## src/rtl/core/enms_pkg.sv

```systemverilog
// Shared types and constants of the edge non-maximum suppression core.
package enms_pkg;

  localparam int ANGLE_BITS = 14;
  localparam int ROW_BITS   = 12;
  localparam int COL_BITS   = 10;
  localparam int WREG_BITS  = 11;
  localparam int HREG_BITS  = 13;
  localparam int CFG_BITS   = 13;

  // Angles are in sixteenths of a degree.
  localparam logic [ANGLE_BITS-1:0] DEG180   = 14'd2880;
  localparam logic [ANGLE_BITS-1:0] BOUND_A  = 14'd360;
  localparam logic [ANGLE_BITS-1:0] BOUND_B  = 14'd1080;
  localparam logic [ANGLE_BITS-1:0] BOUND_C  = 14'd1800;
  localparam logic [ANGLE_BITS-1:0] BOUND_D  = 14'd2520;

  localparam logic [WREG_BITS-1:0] WIDTH_RESET  = 11'd640;
  localparam logic [HREG_BITS-1:0] HEIGHT_RESET = 13'd480;
  localparam logic [HREG_BITS-1:0] HEIGHT_MAX   = 13'd4096;

  typedef enum logic [1:0] {
    SECT_0   = 2'd0,
    SECT_45  = 2'd1,
    SECT_90  = 2'd2,
    SECT_135 = 2'd3
  } sector_t;

  typedef enum logic [0:0] {
    REG_FRAME_WIDTH  = 1'b0,
    REG_FRAME_HEIGHT = 1'b1
  } cfg_index_t;

endpackage

```

## src/rtl/core/enms_sector.sv

```systemverilog
// Angle folding and quantization into one of four gradient directions.
module enms_sector
  import enms_pkg::*;
(
  input  logic [ANGLE_BITS-1:0] angle,
  output sector_t               sector
);

  localparam logic [ANGLE_BITS-1:0] FOLD2 = 14'(2 * DEG180);
  localparam logic [ANGLE_BITS-1:0] FOLD3 = 14'(3 * DEG180);
  localparam logic [ANGLE_BITS-1:0] FOLD4 = 14'(4 * DEG180);
  localparam logic [ANGLE_BITS-1:0] FOLD5 = 14'(5 * DEG180);

  logic [ANGLE_BITS-1:0] base;
  logic [ANGLE_BITS-1:0] folded;
  logic [ANGLE_BITS-1:0] t;

  // The fold count is known from fixed compares, so one subtract does the
  // work of the repeated subtraction. Zero stays at zero.
  always_comb begin
    base = angle - 14'd1;
    if (base >= FOLD5) begin
      folded = base - FOLD5;
    end else if (base >= FOLD4) begin
      folded = base - FOLD4;
    end else if (base >= FOLD3) begin
      folded = base - FOLD3;
    end else if (base >= FOLD2) begin
      folded = base - FOLD2;
    end else if (base >= DEG180) begin
      folded = base - DEG180;
    end else begin
      folded = base;
    end
    t = (angle == '0) ? '0 : folded + 14'd1;

    if (t < BOUND_A) begin
      sector = SECT_0;
    end else if (t < BOUND_B) begin
      sector = SECT_45;
    end else if (t < BOUND_C) begin
      sector = SECT_90;
    end else if (t < BOUND_D) begin
      sector = SECT_135;
    end else begin
      sector = SECT_0;
    end
  end

endmodule

```

## config.mk

```make
export PLATFORM = sky130hd
export DESIGN_NAME = enms_sector
export DESIGN_NICKNAME = d
export VERILOG_FILES = /design/src/rtl/core/enms_pkg.sv /design/src/rtl/core/enms_sector.sv
export SDC_FILE = /design/constraint.sdc
export NUM_CORES = 1
export LEC_CHECK = 0
export BUFFER_PORTS_ARGS = -buffer_cell sky130_fd_sc_hd__buf_2
export CELL_PAD_IN_SITES_DETAIL_PLACEMENT = 0
export CELL_PAD_IN_SITES_GLOBAL_PLACEMENT = 2
export CORE_MARGIN = 1.5
export CORE_UTILIZATION = 40
export DETAILED_ROUTE_END_ITERATION = 8
export GPL_TIMING_DRIVEN = 1
export PLACE_DENSITY = 0.95
export SYNTH_ARGS = -nofsm -noshare
export SYNTH_HDL_FRONTEND = slang
export SYNTH_SLANG_ARGS = --single-unit
```

## constraint.sdc

```tcl
create_clock -name vclk -period 13.3
set_input_delay 2.66 -clock vclk [all_inputs]
set_output_delay 2.66 -clock vclk [all_outputs]
set_load 0.05 [all_outputs]
```

==> key figures, run 1 <==
STA
  • Slew Limit Fails: 0
  • Final setup TNS: 0 ps
  • Endpoints failing setup: 0
  • Slew margin rel.: 44.8%
  • Worst hold margin: 6240 ps
  • RSZ-0062 raised after global routing: false
  • Minimum clock period: 10,380 ps
  • Max frequency: 96.4 MHz
  • Slew @ Worst Pin: 822 ps
  • Fin. Hold Viols: 0
  • Period utilization: 78.0%

Worst setup path
  • CP required: 10,640 ps
  • Slowest cell on crit path: or4b_4
  • CP top delay family: simple AND/OR/NAND/NOR gates
  • Worst EP arrival: 7720 ps
  • Critical Path Start Type: input port
  • Critical path fanouts, max: 12
  • CP peak stage delay: 630 ps
  • Crit end category: output pin
  • Crit Path Class: input port to output pin
  • Buf/Inv on CP: 4
  • CP cell instances: buf_2, inv_1, ha_1, or4b_4, nor2_1, xor2_1, inv_1, ha_1, and3_1, o2bb2ai_1, a21o_1, nor4_1, o31ai_2, nor4b_4, xor2_1, a2111oi_2, nor4bb_1, o31ai_1, buf_2
  • Critical path launch point: angle[1]

Synthesis
  • Post-Synth XOR/XNOR Area: 8.53%
  • Netlist cell types: 82
  • Sequential fraction of the synthesis area: 0%
  • Syn Area/Cell: 7.12 um2
  • Combinational family with the most area after synthesis: compound AO/OA/AOI/OAI gates
  • Synth area leaders: xnor2_1, nor3_1, nor2_1
  • Simple-gate share of the synthesized area: 38.9%
  • Synthesized instance count: 315
  • Most frequent cells after synthesis: nor2_1, nand2_1, nor3_1
  • Multiplexer share of the synthesized area: 2.29%
  • Syn Std Cell Area: 0.00224 mm2
  • Syn. warnings: 0
  • Post-Synth Adder-Cell Area: 2.79%
  • Synth Area in Compound Gates: 40.0%
  • Syn_nets: 334
  • Largest area contributor in the netlist: xnor2_1
  • Most frequent cell after synthesis: nor2_1
  • Synth top area share: 5.47%

Min path
  • Worst Hold Class: input port to output pin
  • Worst Hold Depth: 6
  • WHS Endpoint: sector[1]
  • Critical hold path startpoint: angle[11]

CTS
  • Hold bufs inserted after CTS: 0
  • Post-CTS resize count: 0
  • Setup Buffers After CTS: 0

Pwr
  • Clock power frac: 0%
  • Peak VDD IR: 0.0266 mV
  • Psw: 57.0 uW
  • Internal power: 30.2 uW
  • Power Density: 38.4 mW/mm2
  • Sequential power share: 0%
  • Leak Pwr: 0.000731 uW
  • Comb power frac: 100.0%
  • Net Sw Frac: 65.4%

Placement
  • I/O Buffers: 16
  • Placed cell areas: 0.00227 mm2
  • Hpwl dp: 5670 um
  • RD Place Congestion: 0.942

Finish
  • Layout area overhead: 1.23%
  • Clock buffers: 0
  • Register area: 0 um2
  • Layout cells sized above 1: 16.4%
  • Nets@finish: 326
  • Antenna diodes: 0
  • Seq Cell Count: 0
  • Design area: 0.00227 mm2

Die
  • Die X: 77.9 um
  • Core ar.: 0.00547 mm2
  • Num ports: 16
  • Die H: 77.9 um
  • Starting density of the core: 41.0%
  • Placement Rows: 27
  • Die footprint: 0.00607 mm2

Routing
  • Vias per cell: 6.60
  • First-pass detailed-route iteration total: 4
  • Average wire per standard cell: 18.9 um
  • First DRT Iteration DRCs: 263
  • Residual DRC: 0
  • Routed vias: 2,489
  • Antenna Nets Post-Route: 0
  • Total routed wirelength: 7140 um

Global routing
  • Pin count of the biggest net entering global routing: 19
  • Tot GR Track Use: 24.0%
  • Vias in the first global route: 2,259
  • Gr ovfl total: 0
  • First-pass GRT wire length: 12,000 um
  • Initial antenna violation count: 0

Status
  • Status: finished, final reports clean

Job
  • Max Cap Viol: 0
[area by class of cell]
class	count	area [um2]
Fill cell	591	3200
Inverter	7	26.3
Multi-Input combinational cell	282	2070
Tap cell	72	90.1
Timing Repair Buffer	16	80.1
[metal layers]
metal / wire [um] / up-vias / GRT usage [%]
met5: 0 / - / 0
met3: 332 / 8 / 0.706
met4: 81 / 0 / 5.00
met1: 3410 / 1179 / 36.0
met2: 3320 / 78 / 37.6
li1: - / 1224 / -
[power by group through the flow]
stage / sequential (uW) / clock, uW / combinational [uW]
floorplan: 0 / 0 / 69.6
global placement: 0 / 0 / 85.7
detailed placement: 0 / 0 / 85.9
CTS: 0 / 0 / 86.2
global route: 0 / 0 / 94.8
finish: 0 / 0 / 87.1
[stage by stage]
stage / instances / power [uW] / worst slack (ps) / util [%]
after floorplan: 315 / 69.6 / 2880 / -
after global placement: 377 / 85.7 / 3040 / 41.5
after detailed placement: 377 / 85.9 / 2970 / 41.5
after CTS: 377 / 86.2 / 2940 / 41.5
after global routing: 377 / 94.8 / 2530 / 41.5
final: 377 / 87.1 / 2920 / 41.5
[cells by family after synthesis]
family	Yosys count
fa+ha+maj	5
xor+xnor	21
buf+inv	33
compound gates	107
simple gates	144
mux	5
[how the worst max path moves through the flow]
stage / to / slack, ps / cells past startpoint
after floorplan: sector[0] / 2880 / 20
after global placement: sector[0] / 3040 / 19
after detailed placement: sector[0] / 2970 / 19
after CTS: sector[0] / 2940 / 19
after global routing: sector[0] / 2530 / 19
final: sector[0] / 2920 / 19
[placed cells by master (no fill, tap or decap), drive strengths merged, types with 3 or more instances in the layout]
cell / count
nand3: 15
nor4b: 5
nand2: 21
or4: 3
xor2: 6
inv: 7
o21ai: 12
nand4: 8
xnor2: 15
nor2: 24
a21o: 5
a31oi: 8
a211o: 3
a31o: 4
and2: 3
buf: 16
nor4: 4
or3: 5
and3: 4
a2111oi: 5
mux2i: 4
ha: 5
or2: 6
o31ai: 9
a21oi: 13
o311ai: 5
nand2b: 4
nand3b: 4
nor3: 22
nor3b: 3
a211oi: 9
nor2b: 4
(Power assumes the default switching activity.)
==> run 2, diff against run 1 <==
Settings changed: CORE_UTILIZATION 40 to 37.
Clock period 13.3 ns to 10.55 ns, I/O delays scaled along.
==> key figures, run 2 (synthesis gave the netlist of run 1 again) <==
Status
  • Status: finished, final reports clean

Global routing
  • Pin count of the biggest net entering global routing: 19
  • Gr ovfl total: 0
  • Tot GR Track Use: 23.2%
  • Vias in the first global route: 2,337
  • Initial antenna violation count: 0
  • First-pass GRT wire length: 12,200 um

Routing
  • First-pass detailed-route iteration total: 5
  • Vias per cell: 6.84
  • First DRT Iteration DRCs: 235
  • Total routed wirelength: 7500 um
  • Average wire per standard cell: 19.7 um
  • Residual DRC: 0
  • Antenna Nets Post-Route: 0
  • Routed vias: 2,605

Worst setup path
  • CP top delay family: simple AND/OR/NAND/NOR gates
  • Crit end category: output pin
  • Total stage count of the critical path: 19
  • CP cell instances: buf_2, inv_1, ha_1, or4b_4, nor2_1, xor2_1, inv_1, ha_1, and3_1, o2bb2ai_1, a21o_1, nor4_1, o31ai_2, nor4b_4, xor2_1, a2111oi_2, nor4bb_1, o31ai_1, buf_2
  • Crit Path Class: input port to output pin
  • Buf/Inv on CP: 4
  • Worst EP arrival: 7400 ps
  • CP peak stage delay: 630 ps
  • Critical path fanouts, max: 12
  • Slowest cell on crit path: or4b_4
  • Critical Path Start Type: input port
  • CP required: 8440 ps
  • Critical path launch point: angle[0]

STA
  • Minimum clock period: 9510 ps
  • RSZ-0062 raised after global routing: false
  • Period utilization: 90.1%
  • Setup ws final: 1040 ps
  • Worst hold margin: 5160 ps
  • Final setup TNS: 0 ps
  • Slew margin rel.: 43.5%
  • Slew @ Worst Pin: 842 ps
  • Slew Limit Fails: 0
  • Max frequency: 105 MHz
  • Endpoints failing setup: 0
  • Fin. Hold Viols: 0

Die
  • Placement Rows: 28
  • Die H: 80.9 um
  • Die X: 80.9 um
  • Starting density of the core: 38.1%
  • Core ar.: 0.00589 mm2
  • Num ports: 16
  • Die footprint: 0.00654 mm2

Placement
  • Placed cell areas: 0.00228 mm2
  • Post-placement worst setup slack: 1170 ps
  • Hpwl dp: 5770 um
  • RD Place Congestion: 1.01
  • I/O Buffers: 16

CTS
  • Hold bufs inserted after CTS: 0
  • Setup Buffers After CTS: 0
  • Post-CTS resize count: 0

Finish
  • Register area: 0 um2
  • Layout area overhead: 1.73%
  • Design area: 0.00228 mm2
  • Antenna diodes: 0
  • Seq Cell Count: 0
  • Multi-input logic area: 0.00207 mm2
  • Nets@finish: 327
  • Most frequent cells in the layout: nor2_1, nand2_1, nor3_1
  • Most common cell after layout, fill and taps aside: nor2_1
  • Fill cells: 643
  • Layout cells sized above 1: 16.7%
  • Clock buffers: 0

Pwr
  • Peak VDD IR: 0.0356 mV
  • Power Density: 48.8 mW/mm2
  • Leak Pwr: 0.000736 uW

Min path
  • Worst Hold Class: input port to output pin
  • Worst Hold Depth: 6
  • Critical hold path startpoint: angle[11]

Job
  • Max Cap Viol: 0
## run 2: cell types whose count changed in the layout (fill, tap and decap cells not counted)
| cell | delta |
|---|---|
| buf_4 | +1 |
## run 2: path summary, 6_finish.rpt
kind  slack [ps]   endpoint
max         1040  sector[0]
min         5160  sector[1]
## run 2: layout make-up
cell class                      instances  area share, %
Multi-Input combinational cell        282           90.9
Tap cell                               75           4.11
Timing Repair Buffer                   17           3.84
Inverter                                7           1.15
## run 2: metal layers
metal / GRT usage, % / routed length (um) / up-vias
met4: 2.76 / 35 / 0
met5: 0 / 0 / -
met3: 0.337 / 391 / 6
met1: 32.7 / 3480 / 1255
met2: 40.5 / 3590 / 115
li1: - / - / 1229
## run 2: power by group
| group | internal (uW) | leakage, uW | switching (uW) |
|---|---|---|---|
| clock network | 0 | 0 | 0 |
| logic | 38.3 | 0.000736 | 73.1 |
| registers | 0 | 0 | 0 |
## run 2: through the flow
stage	total power, uW	std cells	util (%)
after global placement	108	381	38.8
after floorplan	87.7	315	-
after global routing	122	381	38.8
final	111	381	38.8
after detailed placement	109	381	38.8
after CTS	110	381	38.8
==> run 3, diff against run 2 <==
Settings changed: CORE_MARGIN 1.5 to unset.
==> key figures, run 3 (synthesis gave the netlist of run 1 again) <==
Global routing
  • Vias in the first global route: 2,315
  • Tot GR Track Use: 23.0%
  • Pin count of the biggest net entering global routing: 19
  • Gr ovfl total: 0
  • Initial antenna violation count: 0
  • First-pass GRT wire length: 11,800 um

Placement
  • Placed Cells: 377
  • I/O Buffers: 16
  • RD Place Congestion: 0.951
  • Hpwl dp: 5510 um

Min path
  • Worst Hold Class: input port to output pin
  • Worst Hold Depth: 6
  • WHS Endpoint: sector[1]
  • Critical hold path startpoint: angle[11]

Pwr
  • Power Density: 48.5 mW/mm2
  • Leak Pwr: 0.000731 uW
  • Peak VDD IR: 0.0528 mV

Finish
  • Fill cells: 612
  • Nets@finish: 326
  • Antenna diodes: 0
  • Seq Cell Count: 0
  • Clock buffers: 0
  • Register area: 0 um2
  • Layout area overhead: 1.23%
  • Most frequent cells in the layout: nor2_1, nand2_1, nor3_1
  • Non-Filler Instances: 377
  • Layout cells sized above 1: 16.4%
  • Most common cell after layout, fill and taps aside: nor2_1

STA
  • RSZ-0062 raised after global routing: false
  • Max frequency: 107 MHz
  • Endpoints failing setup: 0
  • Minimum clock period: 9390 ps
  • Slew @ Worst Pin: 850 ps
  • Fin. Hold Viols: 0
  • Slew margin rel.: 42.9%
  • Period utilization: 89.0%
  • Slew Limit Fails: 0
  • Final setup TNS: 0 ps

Routing
  • Average wire per standard cell: 18.7 um
  • Antenna Nets Post-Route: 0
  • Routed vias: 2,565
  • Vias per cell: 6.80
  • First DRT Iteration DRCs: 199
  • Total routed wirelength: 7030 um
  • Residual DRC: 0
  • First-pass detailed-route iteration total: 5

Die
  • Die footprint: 0.00638 mm2
  • Core ar.: 0.00568 mm2
  • Placement Rows: 27
  • Die H: 79.9 um
  • Die X: 79.9 um
  • Starting density of the core: 39.5%
  • Num ports: 16

Worst setup path
  • Critical path fanouts, max: 12
  • CP required: 8440 ps
  • CP peak stage delay: 630 ps
  • Critical Path Start Type: input port
  • Buf/Inv on CP: 4
  • Crit end category: output pin
  • CP cell instances: buf_2, inv_1, ha_1, or4b_4, nor2_1, xor2_1, inv_1, ha_1, and3_1, o2bb2ai_1, a21o_1, nor4_1, o31ai_2, nor4b_4, xor2_1, a2111oi_2, nor4bb_1, o31ai_1, buf_2
  • Worst EP arrival: 7280 ps
  • Crit Path Class: input port to output pin
  • CP top delay family: simple AND/OR/NAND/NOR gates
  • Slowest cell on crit path: or4b_4

CTS
  • Setup Buffers After CTS: 0
  • Hold bufs inserted after CTS: 0
  • Post-CTS resize count: 0

Status
  • Status: finished, final reports clean

Job
  • Max Cap Viol: 0
[run 3: cell types whose count changed in the layout (fill, tap and decap cells not counted), sizes merged]
cell and change:
buf -1
[run 3: power breakdown]
group	internal, uW	leakage [uW]	total, uW	switching, uW
registers	0	0	0	0
clock network	0	0	0	0
logic	38.0	0.000731	110	72.1
[run 3: metrics by stage]
stage / cell area (um2) / worst slack, ps / util (%) / total power [uW] / hold WS [ps]
after global routing: 2270 / 803 / 40.0 / 119 / 5230
after detailed placement: 2270 / 1230 / 40.0 / 108 / 5140
after CTS: 2270 / 1230 / 40.0 / 108 / 5140
final: 2270 / 1160 / 40.0 / 110 / 5150
after global placement: 2270 / 1370 / 40.0 / 107 / 5130
after floorplan: 2240 / 1230 / - / 87.7 / 5120
[run 3: cell type report]
type                       count  area (um2)  share of cell area, %
multi-input combinational    282        2070                   91.3
inverter                       7        26.3                   1.16
timing repair buffer          16        80.1                   3.53
tap                           72        90.1                   3.97
[run 3: routing by layer]
layer / track usage, % / vias to the layer above / share of wire (%)
met4: 4.82 / 0 / 1.2
met2: 36.8 / 114 / 46
met1: 33.6 / 1207 / 46
li1: - / 1233 / -
met3: 0.914 / 11 / 6.7
met5: 0 / - / 0
[run 3: worst max-delay path by stage]
stage | startpoint | endpoint | slack, ps | cells after the start
4_1_cts | angle[0] | sector[0] | 1230 | 19
3_3_place_gp | angle[1] | sector[0] | 1370 | 19
5_1_grt | angle[0] | sector[0] | 800 | 19
2_1_floorplan | angle[1] | sector[0] | 1230 | 20
3_5_place_dp | angle[1] | sector[0] | 1230 | 19
6_report | angle[1] | sector[0] | 1160 | 19
