**src/rtl/core/enms_pkg.sv**
```systemverilog
// Shared types and constants of the edge non-maximum suppression core.
package enms_pkg;

  localparam int ANGLE_BITS = 14;
  localparam int ROW_BITS   = 12;
  localparam int COL_BITS   = 10;
  localparam int WREG_BITS  = 11;
  localparam int HREG_BITS  = 13;
  localparam int CFG_BITS   = 13;

  // Angles are in sixteenths of a degree.
  localparam logic [ANGLE_BITS-1:0] DEG180   = 14'd2880;
  localparam logic [ANGLE_BITS-1:0] BOUND_A  = 14'd360;
  localparam logic [ANGLE_BITS-1:0] BOUND_B  = 14'd1080;
  localparam logic [ANGLE_BITS-1:0] BOUND_C  = 14'd1800;
  localparam logic [ANGLE_BITS-1:0] BOUND_D  = 14'd2520;

  localparam logic [WREG_BITS-1:0] WIDTH_RESET  = 11'd640;
  localparam logic [HREG_BITS-1:0] HEIGHT_RESET = 13'd480;
  localparam logic [HREG_BITS-1:0] HEIGHT_MAX   = 13'd4096;

  typedef enum logic [1:0] {
    SECT_0   = 2'd0,
    SECT_45  = 2'd1,
    SECT_90  = 2'd2,
    SECT_135 = 2'd3
  } sector_t;

  typedef enum logic [0:0] {
    REG_FRAME_WIDTH  = 1'b0,
    REG_FRAME_HEIGHT = 1'b1
  } cfg_index_t;

endpackage

```
**src/rtl/core/enms_window.sv**
```systemverilog
// 3x3 magnitude window and the comparison along the gradient direction.
module enms_window
  import enms_pkg::*;
#(
  parameter int MAG_BITS = 16
) (
  input  logic                clk,
  input  logic                rst,
  input  logic                advance,
  input  logic [MAG_BITS-1:0] col_upper,
  input  logic [MAG_BITS-1:0] col_middle,
  input  logic [MAG_BITS-1:0] col_mag,
  input  sector_t             col_sector,
  output logic [MAG_BITS-1:0] peak
);

  // Only the left and centre columns are held; the new right column comes from
  // the line buffers and the input stage, and the left column is win_col1.
  logic [MAG_BITS-1:0] win_col1 [3];
  logic [MAG_BITS-1:0] win_col2 [3];
  sector_t             centre_sector;

  logic [MAG_BITS-1:0] ctr;
  logic [MAG_BITS-1:0] e1;
  logic [MAG_BITS-1:0] e2;

  always_ff @(posedge clk) begin
    if (rst) begin
      for (int i = 0; i < 3; i++) begin
        win_col1[i] <= '0;
        win_col2[i] <= '0;
      end
      centre_sector <= SECT_0;
    end else if (advance) begin
      for (int i = 0; i < 3; i++) begin
        win_col1[i] <= win_col2[i];
      end
      win_col2[0]   <= col_upper;
      win_col2[1]   <= col_middle;
      win_col2[2]   <= col_mag;
      centre_sector <= col_sector;
    end
  end

  always_comb begin
    ctr = win_col2[1];
    case (centre_sector)
      SECT_45: begin
        e1 = win_col1[2];
        e2 = col_upper;
      end
      SECT_90: begin
        e1 = win_col2[2];
        e2 = win_col2[0];
      end
      SECT_135: begin
        e1 = win_col1[0];
        e2 = col_mag;
      end
      default: begin
        e1 = col_middle;
        e2 = win_col1[1];
      end
    endcase
    peak = (ctr >= e1 && ctr >= e2) ? ctr : '0;
  end

endmodule

```
**config.mk**
```make
export PLATFORM = sky130hd
export DESIGN_NAME = enms_window
export DESIGN_NICKNAME = d
export VERILOG_FILES = /design/src/rtl/core/enms_pkg.sv /design/src/rtl/core/enms_window.sv
export SDC_FILE = /design/constraint.sdc
export NUM_CORES = 1
export LEC_CHECK = 0
export BUFFER_PORTS_ARGS = -buffer_cell sky130_fd_sc_hd__clkbuf_2
export CORE_MARGIN = 5
export CORE_UTILIZATION = 40
export DETAILED_ROUTE_END_ITERATION = 10
export HOLD_SLACK_MARGIN = 0.12
export PLACE_DENSITY = 0.63
export SYNTH_ARGS = -nofsm -noshare
export SYNTH_HDL_FRONTEND = slang
export SYNTH_SLANG_ARGS = --single-unit
```
**constraint.sdc**
```tcl
create_clock -name clk -period 3.4 [get_ports clk]
set_input_delay 0.17 -clock clk [delete_from_list [all_inputs] [get_ports clk]]
set_output_delay 0.17 -clock clk [all_outputs]
set_load 0.005 [all_outputs]
```
==> metrics.cfg, run 1 <==
[grt]
antenna_found_initial = 0
grt_max_degree = 60
grt_overflow = 0
grt_pass1_wl_um = 18100
track_usage_pct = 14.7
grt_pass1_vias = 3370

[logic_synthesis]
syn_area_um2 = 5290
synthCells = 372
synth_seq_cells = 98
synth_cell_types = 32
ys_seq_area_share_pct = 55.3
syn-num-nets = 457
synth_area_per_cell_um2 = 14.2
yosys_warnings = 0

[route]
highest_layer = met4
dr_wl_met3_um = 437
ant_nets = 0
detail_route.wl_per_cell_um = 17.3
drt-met1-wl_um = 5140
drtIter0Drc = 158
routed_via_density = 4.99
wl_um = 11100
drt-pass1-iter-count = 4
drc = 0
num_vias = 3193
met2_length_um = 5280

[clock_network]
ctsLongestPathBuffers = 2
clk_pin_slew_ps = 70
cts_tree = built
cts_made_buffers = 9
cts.root.buffer_cell = clkbuf_16
htree_levels = 3
clk-insertion-delay-late_ps = 340
clkSinkCount = 98

[finish]
utilization_pct = 49.4
nNetsFinal = 544
drive_gt1_share_pct = 31.0
n_antenna_cell = 0
area_growth_pct = 22.3

[critical_path]
crit_fanout = 8
critPathRequiredTime_ps = 3230
timing_worst_setup_path_type = flip-flop to primary output
arrival_ps = 3140
crit_path_start_kind = flip-flop
endpoint_kind = primary output

[power_and_ir_drop]
ir_worst_vdd_mv = 0.224
power_density_nw_per_um2 = 484
leakage_nw = 2.65

[floorplanning]
dieHeight_um = 125
die_w_um = 125
row_count = 42
initial_utilization_pct = 40.4
core-area_um2 = 13100
die_area_um2 = 15600
num_io_pins = 69

[place]
hpwl_um = 7830
gp_congestion = 0.760
port_buffers = 68

[status]
status = complete, no violations

[timing]
skew_ps = 3.74
hold_violations = 0
drv_slew = 0
rsz0062_at_grt = true
fmax_ghz = 0.302
worst_pin_slew_ps = 828
setup_viol = 0
min_period_over_period_pct = 97.2
tns_ps = 0
relSlewSlack_pct = 44.8
layout_min_cycle_time_ps = 3310

[run]
maxCapViolCount = 0

[min_path]
hold_path.class = primary input to flip-flop

-- path summary, 6_finish.rpt --
| path | from | to | slack, ps | depth (start not counted) |
|---|---|---|---|---|
| min | col_mag[8] | win_col2[0][40] | 130 | 2 |
| max | centre_sector[1] | peak[0] | 90 | 9 |
| min reg2reg | win_col2[0][11] | win_col1[0][11] | 550 | 1 |
| max reg2reg | centre_sector[0] | centre_sector[0] | 2010 | 4 |
-- what timing repair did --
item                                   4_1_cts  5_1_grt
endpoints found under the hold margin       10        0
pin swaps                                    0        6
hold buffers                                10        0
buffers inserted                             0        5
gates resized for setup                      6       11
setup endpoints to repair                   16       16
-- sequential cells by signal, summed over array words and instances (netlist names) --
signal         count
win_col2          48
centre_sector      2
win_col1          48
-- synthesized netlist by cell type --
| library cell | instances | area [um2] |
|---|---|---|
| a21o_1 | 5 | 37.5 |
| a2111oi_4 | 1 | 27.5 |
| buf_4 | 1 | 7.51 |
| edfxtp_1 | 96 | 2880 |
| o21a_1 | 2 | 15.0 |
| nand2_1 | 1 | 3.75 |
| a21boi_0 | 1 | 7.51 |
| and2_1 | 96 | 601 |
| clkbuf_1 | 13 | 48.8 |
| mux2i_1 | 2 | 20.0 |
| dfxtp_1 | 2 | 40.0 |
| buf_2 | 2 | 10.0 |
| ha_1 | 32 | 400 |
| nand4_1 | 6 | 37.5 |
| a21oi_1 | 9 | 45.0 |
| nor3_1 | 1 | 5.00 |
| nor2_1 | 5 | 18.8 |
| or2_2 | 1 | 6.26 |
| o21ai_0 | 1 | 5.00 |
| a221o_1 | 1 | 10.0 |
| o31ai_1 | 1 | 7.51 |
| a2111oi_0 | 1 | 8.76 |
| nor3b_1 | 15 | 113 |
| mux4_2 | 32 | 721 |
| buf_1 | 3 | 11.3 |
| buf_6 | 1 | 11.3 |
| a2111oi_2 | 1 | 15.0 |
| inv_1 | 32 | 120 |
| nand2b_1 | 2 | 12.5 |
| nor2b_1 | 2 | 12.5 |
| nand3_1 | 3 | 15.0 |
| a2111o_1 | 1 | 11.3 |
-- cell type report --
type,instances,area (um2)
Timing Repair Buffer,96,616
Clock buffer,10,229
Tap cell,176,220
Fill cell,1126,6620
Clock inverter,6,105
Inverter,32,120
Multi-Input combinational cell,222,2250
Sequential cell,98,2930
-- report_power, final --
| group | internal (mW) | total (mW) | switching, mW |
|---|---|---|---|
| Sequential | 1.42 | 1.47 | 0.0507 |
| Clock | 0.714 | 1.14 | 0.428 |
| Combinational | 0.262 | 0.512 | 0.250 |
-- cell families after synthesis --
group | after synthesis | share of synthesized area (%)
AND/OR/NAND/NOR | 132 | 15.6
buffers and inverters | 52 | 3.95
adder cells (fa/ha/maj) | 32 | 7.57
AO/OA/AOI/OAI | 24 | 3.60
multiplexers | 34 | 14.0
flip-flops | 98 | 55.3
-- layout by cell type, fill, tap and decap left out, drive strengths merged, types with 2 or more instances in the layout --
master / n
edfxtp: 96
mux2i: 2
ha: 32
nor2: 5
nand3: 3
mux4: 32
dfxtp: 2
o21a: 2
and2: 96
clkbuf: 77
nand4: 6
a2111oi: 3
nor2b: 2
dlygate4sd3: 10
buf: 19
clkinv: 2
bufinv: 3
nand2b: 2
a21o: 5
a21oi: 9
nor3b: 15
inv: 32
-- critical path, stage by stage (launching register included) --
cell and delay (ps):
dfxtp_4 400, mux4_2 560, ha_4 260, nand2b_4 130
a2111o_1 350, a221o_1 360, a2111oi_4 360, buf_6 210
nor3_1 60, clkbuf_2 110
-- per-stage QoR --
| stage | cell area [um2] | instances | setup WS [ps] | hold slack [ps] | power (mW) |
|---|---|---|---|---|---|
| floorplan | 5290 | 372 | 64.2 | 242 | 1.79 |
| global placement | 5910 | 609 | 162 | 411 | 1.96 |
| detailed placement | 5910 | 609 | 142 | 421 | 1.97 |
| CTS | 6360 | 635 | 6.04 | 120 | 3.13 |
| global route | 6470 | 640 | -9.53 | 121 | 3.27 |
| finish | 6470 | 640 | 94.0 | 126 | 3.13 |
-- metal layers --
layer / GRT usage (%) / vias to the layer above
met3: 3.07 / 12
met1: 20.5 / 1583
met4: 5.55 / 0
li1: - / 1543
met2: 22.9 / 55
met5: 0 / -
Note: power is estimated with default switching activity, not from simulation.
==> run 2, diff against run 1 <==
Settings changed: CTS_BUF_LIST from default to sky130_fd_sc_hd__clkbuf_4.
==> metrics.cfg, run 2 (synthesized netlist as in run 1, its figures left out) <==
[power_and_ir_drop]
ir_worst_vdd_mv = 0.153  ; -32%
pwr-share-comb_pct = 20.6  ; +4.2 points
leakage_nw = 2.79  ; +5.3%
p_int_mw = 2.10  ; -12%
power.switching_uw = 708  ; -2.9%
swShare_pct = 25.2  ; +1.9 points
pwr-share-seq_pct = 52.3  ; +5.2 points
total_power_mw = 2.81  ; -10%
power_density_nw_per_um2 = 410  ; -15%
clkPwrFrac_pct = 27.1  ; -9.4 points

[finish]
final_cell_mix = and2_1 (96), edfxtp_1 (96), clkbuf_2 (66), dlygate4sd3_1 (52), mux4_2 (32)
top_regs = win_col1 x48, win_col2 x48, centre_sector x2
utilization_pct = 52.4  ; +2.9 points
n_fill_cell = 1096  ; -2.7%
drive_gt1_share_pct = 31.7  ; +0.66 points
area_growth_pct = 29.6
nNetsFinal = 588  ; +8.1%

[clock_network]
cts_made_buffers = 9  ; unchanged
cts_tree = built
htree_levels = 3  ; unchanged
clk_pin_slew_ps = 140  ; +70 ps
clkSinkCount = 98  ; unchanged
clk-insertion-delay-late_ps = 450  ; +110 ps
ctsLongestPathBuffers = 2  ; unchanged
cts.root.buffer_cell = clkbuf_4

[critical_path]
crit_chain = mux4_2, ha_4, nand2b_4, a2111o_1, a221o_1, a2111oi_4, buf_6, nor3b_1, clkbuf_2
timing_worst_setup_path_type = flip-flop to primary output
reg2reg_from = centre_sector[1]
crit_family = compound AO/OA/AOI/OAI gates
reg2reg_to = centre_sector[1]
cp_num_buf_inv = 2  ; unchanged
crit_fanout = 8  ; unchanged
arrival_ps = 3230  ; +90 ps
crit_path_start_kind = flip-flop
r2r_setup_slack_ps = 1740  ; -270 ps
slowest_delay_ps = 540  ; -20 ps
endpoint_kind = primary output
critPathRequiredTime_ps = 3230  ; about the same
critPathSlowestCell = mux4_2
reg2regPathDepth = 5  ; +1

[route]
drc = 0  ; unchanged
routed_via_density = 5.00  ; +0.19%
drt-pass1-iter-count = 4  ; unchanged
detail_route.wl_per_cell_um = 16.7  ; -3.6%
num_vias = 3424  ; +7.2%
drtIter0Drc = 171  ; +8.2%
wl_um = 11400  ; +3.1%
ant_nets = 0  ; unchanged

[timing]
fin_ws_ps = -4.66  ; -98.6 ps
setup_viol = 3  ; +3
drv_slew = 0  ; unchanged
layout_min_cycle_time_ps = 3400  ; +98.6 ps
min_period_over_period_pct = 100  ; +2.9 points
skew_ps = 15.9  ; +12.2 ps
fmax_ghz = 0.294  ; -2.9%
relSlewSlack_pct = 44.7  ; -0.12 points
rsz0062_at_grt = true
worst_pin_slew_ps = 829  ; +1.73 ps
hold_violations = 0  ; unchanged

[place]
port_buffers = 68  ; unchanged
gp_congestion = 0.760  ; unchanged
hpwl_um = 7830  ; unchanged
dp_worst_setup_slack_ps = 142  ; unchanged

[floorplanning]
row_count = 42  ; unchanged
die_w_um = 125  ; unchanged
core-area_um2 = 13100  ; unchanged
num_io_pins = 69  ; unchanged
initial_utilization_pct = 40.4  ; unchanged
die_area_um2 = 15600  ; unchanged
dieHeight_um = 125  ; unchanged

[min_path]
min_path_cells = 4  ; +2
holdCritStartpoint = col_sector[0]
hold_path.class = primary input to flip-flop
worstHoldEndpoint = centre_sector[0]

[grt]
grt_pass1_vias = 3569  ; +5.9%
antenna_found_initial = 1  ; +1
grt_max_degree = 60  ; unchanged
track_usage_pct = 14.9  ; +0.18 points
grt_pass1_wl_um = 18500  ; +2.4%
grt_overflow = 0  ; unchanged

[run]
maxCapViolCount = 0  ; unchanged

[status]
status = finished with violations
failed_checks = setup timing

run 2: changes by cell type in the layout (fill, tap and decap cells not counted), moves of 9 or more:
cell	change
nor3b_1	-11
clkbuf_4	+10
dlygate4sd3_1	+42
nor3b_2	+12
clkbuf_16	-9
run 2: worst max path at each step:
stage	startpoint	end	depth (start not counted)	slack (ps)
6_report	centre_sector[1]	peak[7]	9	-5
3_5_place_dp	centre_sector[1]	peak[7]	9	140
2_1_floorplan	centre_sector[0]	peak[0]	11	60
4_1_cts	centre_sector[1]	peak[15]	9	-50
5_1_grt	centre_sector[1]	peak[0]	9	-170
3_3_place_gp	centre_sector[1]	peak[0]	9	160
run 2: power groups by stage:
stage / clock (mW) / sequential [mW] / combinational (mW)
after floorplan: 0 / 1.47 / 0.319
after global placement: 0 / 1.50 / 0.459
after detailed placement: 0 / 1.50 / 0.468
after CTS: 0.780 / 1.47 / 0.550
after global routing: 0.823 / 1.48 / 0.642
final: 0.761 / 1.47 / 0.580
run 2: per-stage QoR:
stage | hold WS (ps) | area [um2] | std cells | TNS [ps]
after floorplan | 242 | 5290 | 372 | 0
after global placement | 411 | 5910 | 609 | 0
after detailed placement | 421 | 5910 | 609 | 0
after CTS | 477 | 6710 | 680 | -521
after global routing | 503 | 6850 | 685 | -2390
final | 523 | 6850 | 685 | -10.9
run 2: metal layers:
layer  track usage [%]  wire, um  share of wire (%)
met3              2.99       441                3.9
met2              23.4      5510                 48
met4              5.04       188                1.6
met5                 0         0                  0
met1              20.9      5290                 46
run 2: area by class of cell:
type / instances / area (um2) / area share [%]
tap: 176 / 220 / 3.21
inverter: 32 / 120 / 1.75
clock buffer: 10 / 75.1 / 1.10
antenna: 1 / 2.50 / 0.0365
clock inverter: 6 / 105 / 1.53
sequential: 98 / 2930 / 42.8
multi-input combinational: 222 / 2310 / 33.7
timing repair buffer: 140 / 1090 / 15.9
run 2: repair_timing:
action / CTS / global route
hold buffers: 52 / 0
buffers inserted: 3 / 4
pin swaps: 7 / 9
resized for setup: 14 / 23
setup endpoints to repair: 16 / 16
endpoints found under the hold margin: 50 / 0
run 2: worst register-to-register path, stage by stage, from the launching register on:
cell           delay (ps)
dfxtp_4               430
buf_12                120
buf_8                 160
mux2i_1                90
dlygate4sd3_1         550
nor2_1                210
==> run 3, diff against run 2 <==
Settings changed: CAP_MARGIN from default to 5, CTS_BUF_LIST sky130_fd_sc_hd__clkbuf_4 to sky130_fd_sc_hd__clkbuf_16.
==> metrics.cfg, run 3 (synthesized netlist as in run 1, its figures left out) <==
[place]
post-place-cells = 609  ; unchanged
gp_congestion = 0.760  ; unchanged
port_buffers = 68  ; unchanged
hpwl_um = 7830  ; unchanged
dp_worst_setup_slack_ps = 142  ; unchanged

[clock_network]
htree_levels = 3  ; unchanged
cts_made_buffers = 9  ; unchanged
cts.root.buffer_cell = clkbuf_16
clk_pin_slew_ps = 70  ; -70 ps
clkSinkCount = 98  ; unchanged
clk-insertion-delay-late_ps = 340  ; -110 ps
ctsLongestPathBuffers = 2  ; unchanged
cts_tree = built

[timing]
drv_slew = 0  ; unchanged
rsz0062_at_grt = true
fin_ws_ps = 94.4  ; +99.1 ps
worst_pin_slew_ps = 829  ; -0.925 ps
hold_slack_ps = 126  ; -397 ps
min_period_over_period_pct = 97.2  ; -2.9 points
setup_viol = 0  ; -3
hold_violations = 0  ; unchanged
fmax_ghz = 0.303  ; +3.0%
layout_min_cycle_time_ps = 3310  ; -99.1 ps
skew_ps = 3.74  ; -12.2 ps
tns_ps = 0  ; +10.9 ps
relSlewSlack_pct = 44.8  ; +0.062 points

[finish]
final_cell_mix = and2_1 (96), edfxtp_1 (96), clkbuf_2 (67), mux4_2 (32), inv_1 (32)
final_cells = 640  ; -6.6%
nNetsFinal = 544  ; -7.5%
drive_gt1_share_pct = 31.0  ; -0.66 points
n_antenna_cell = 0  ; -1
top_regs = win_col1 x48, win_col2 x48, centre_sector x2
area_growth_pct = 22.3

[power_and_ir_drop]
power_density_nw_per_um2 = 483  ; +18%
total_power_mw = 3.12  ; +11%
leakage_nw = 2.65  ; -4.9%
ir_worst_vdd_mv = 0.224  ; +46%

[floorplanning]
initial_utilization_pct = 40.4  ; unchanged
num_io_pins = 69  ; unchanged
die_w_um = 125  ; unchanged
die_area_um2 = 15600  ; unchanged
row_count = 42  ; unchanged
core-area_um2 = 13100  ; unchanged
dieHeight_um = 125  ; unchanged

[min_path]
hold_path.class = primary input to flip-flop

[run]
maxCapViolCount = 0  ; unchanged

[grt]
grt_pass1_wl_um = 18100  ; -2.4%
grt_pass1_vias = 3370  ; -5.6%
grt_max_degree = 60  ; unchanged
track_usage_pct = 14.7  ; -0.18 points
antenna_found_initial = 0  ; -1
grt_overflow = 0  ; unchanged

[critical_path]
critPathRequiredTime_ps = 3230  ; about the same
arrival_ps = 3140  ; -90 ps
endpoint_kind = primary output
crit_fanout = 8  ; unchanged
timing_worst_setup_path_type = flip-flop to primary output
crit_path_start_kind = flip-flop

[route]
detail_route.wl_per_cell_um = 17.3  ; +3.7%
drt-pass1-iter-count = 4  ; unchanged
drc = 0  ; unchanged
ant_nets = 0  ; unchanged
num_vias = 3189  ; -6.9%
routed_via_density = 4.98  ; -0.31%
wl_um = 11100  ; -3.1%
drtIter0Drc = 165  ; -3.5%

[status]
status = complete, no violations

## run 3: where the power goes
group	internal (mW)	switching (mW)
clock	0.711	0.428
combinational	0.262	0.250
sequential	1.42	0.0506
total	2.40	0.728
## run 3: layer usage
layer	wire length (um)	global-route usage [%]	share of wire, %
met3	437	3.07	3.9
met5	0	0	0
met1	5140	20.5	46
met2	5280	22.9	48
met4	212	5.55	1.9
## run 3: worst max-delay path, stage by stage (launching register included)
cell       delay [ps]
dfxtp_4           400
mux4_2            560
ha_4              260
nand2b_4          130
a2111o_1          350
a221o_1           360
a2111oi_4         360
buf_6             210
nor3_1             60
clkbuf_2          110
## run 3: final cells by class
| type | count | area (um2) |
|---|---|---|
| fill | 1126 | 6620 |
| sequential | 98 | 2930 |
| multi-input combinational | 222 | 2250 |
| timing repair buffer | 96 | 616 |
| clock buffer | 9 | 225 |
| tap | 176 | 220 |
| inverter | 32 | 120 |
| clock inverter | 7 | 109 |
## run 3: path summary, 6_finish.rpt
kind | depth (start not counted) | end | from | slack (ps)
worst max-delay path | 9 | peak[0] | centre_sector[1] | 90
worst min-delay path | 2 | win_col2[0][40] | col_mag[8] | 130
worst max register to register | 4 | centre_sector[0] | centre_sector[0] | 2010
worst min register to register | 1 | win_col1[0][11] | win_col2[0][11] | 550
## run 3: stage by stage
step | util, % | cell area, um2
floorplan | - | 5290
CTS | 48.6 | 6360
detailed placement | 45.1 | 5910
finish | 49.4 | 6470
global route | 49.4 | 6470
global placement | 45.1 | 5910
## run 3: repair_timing
item,CTS,global route
gates resized for setup,6,11
hold buffers,10,0
endpoints found under the hold margin,10,0
pin swaps,0,6
buffers inserted,0,5
setup endpoints to repair,16,16
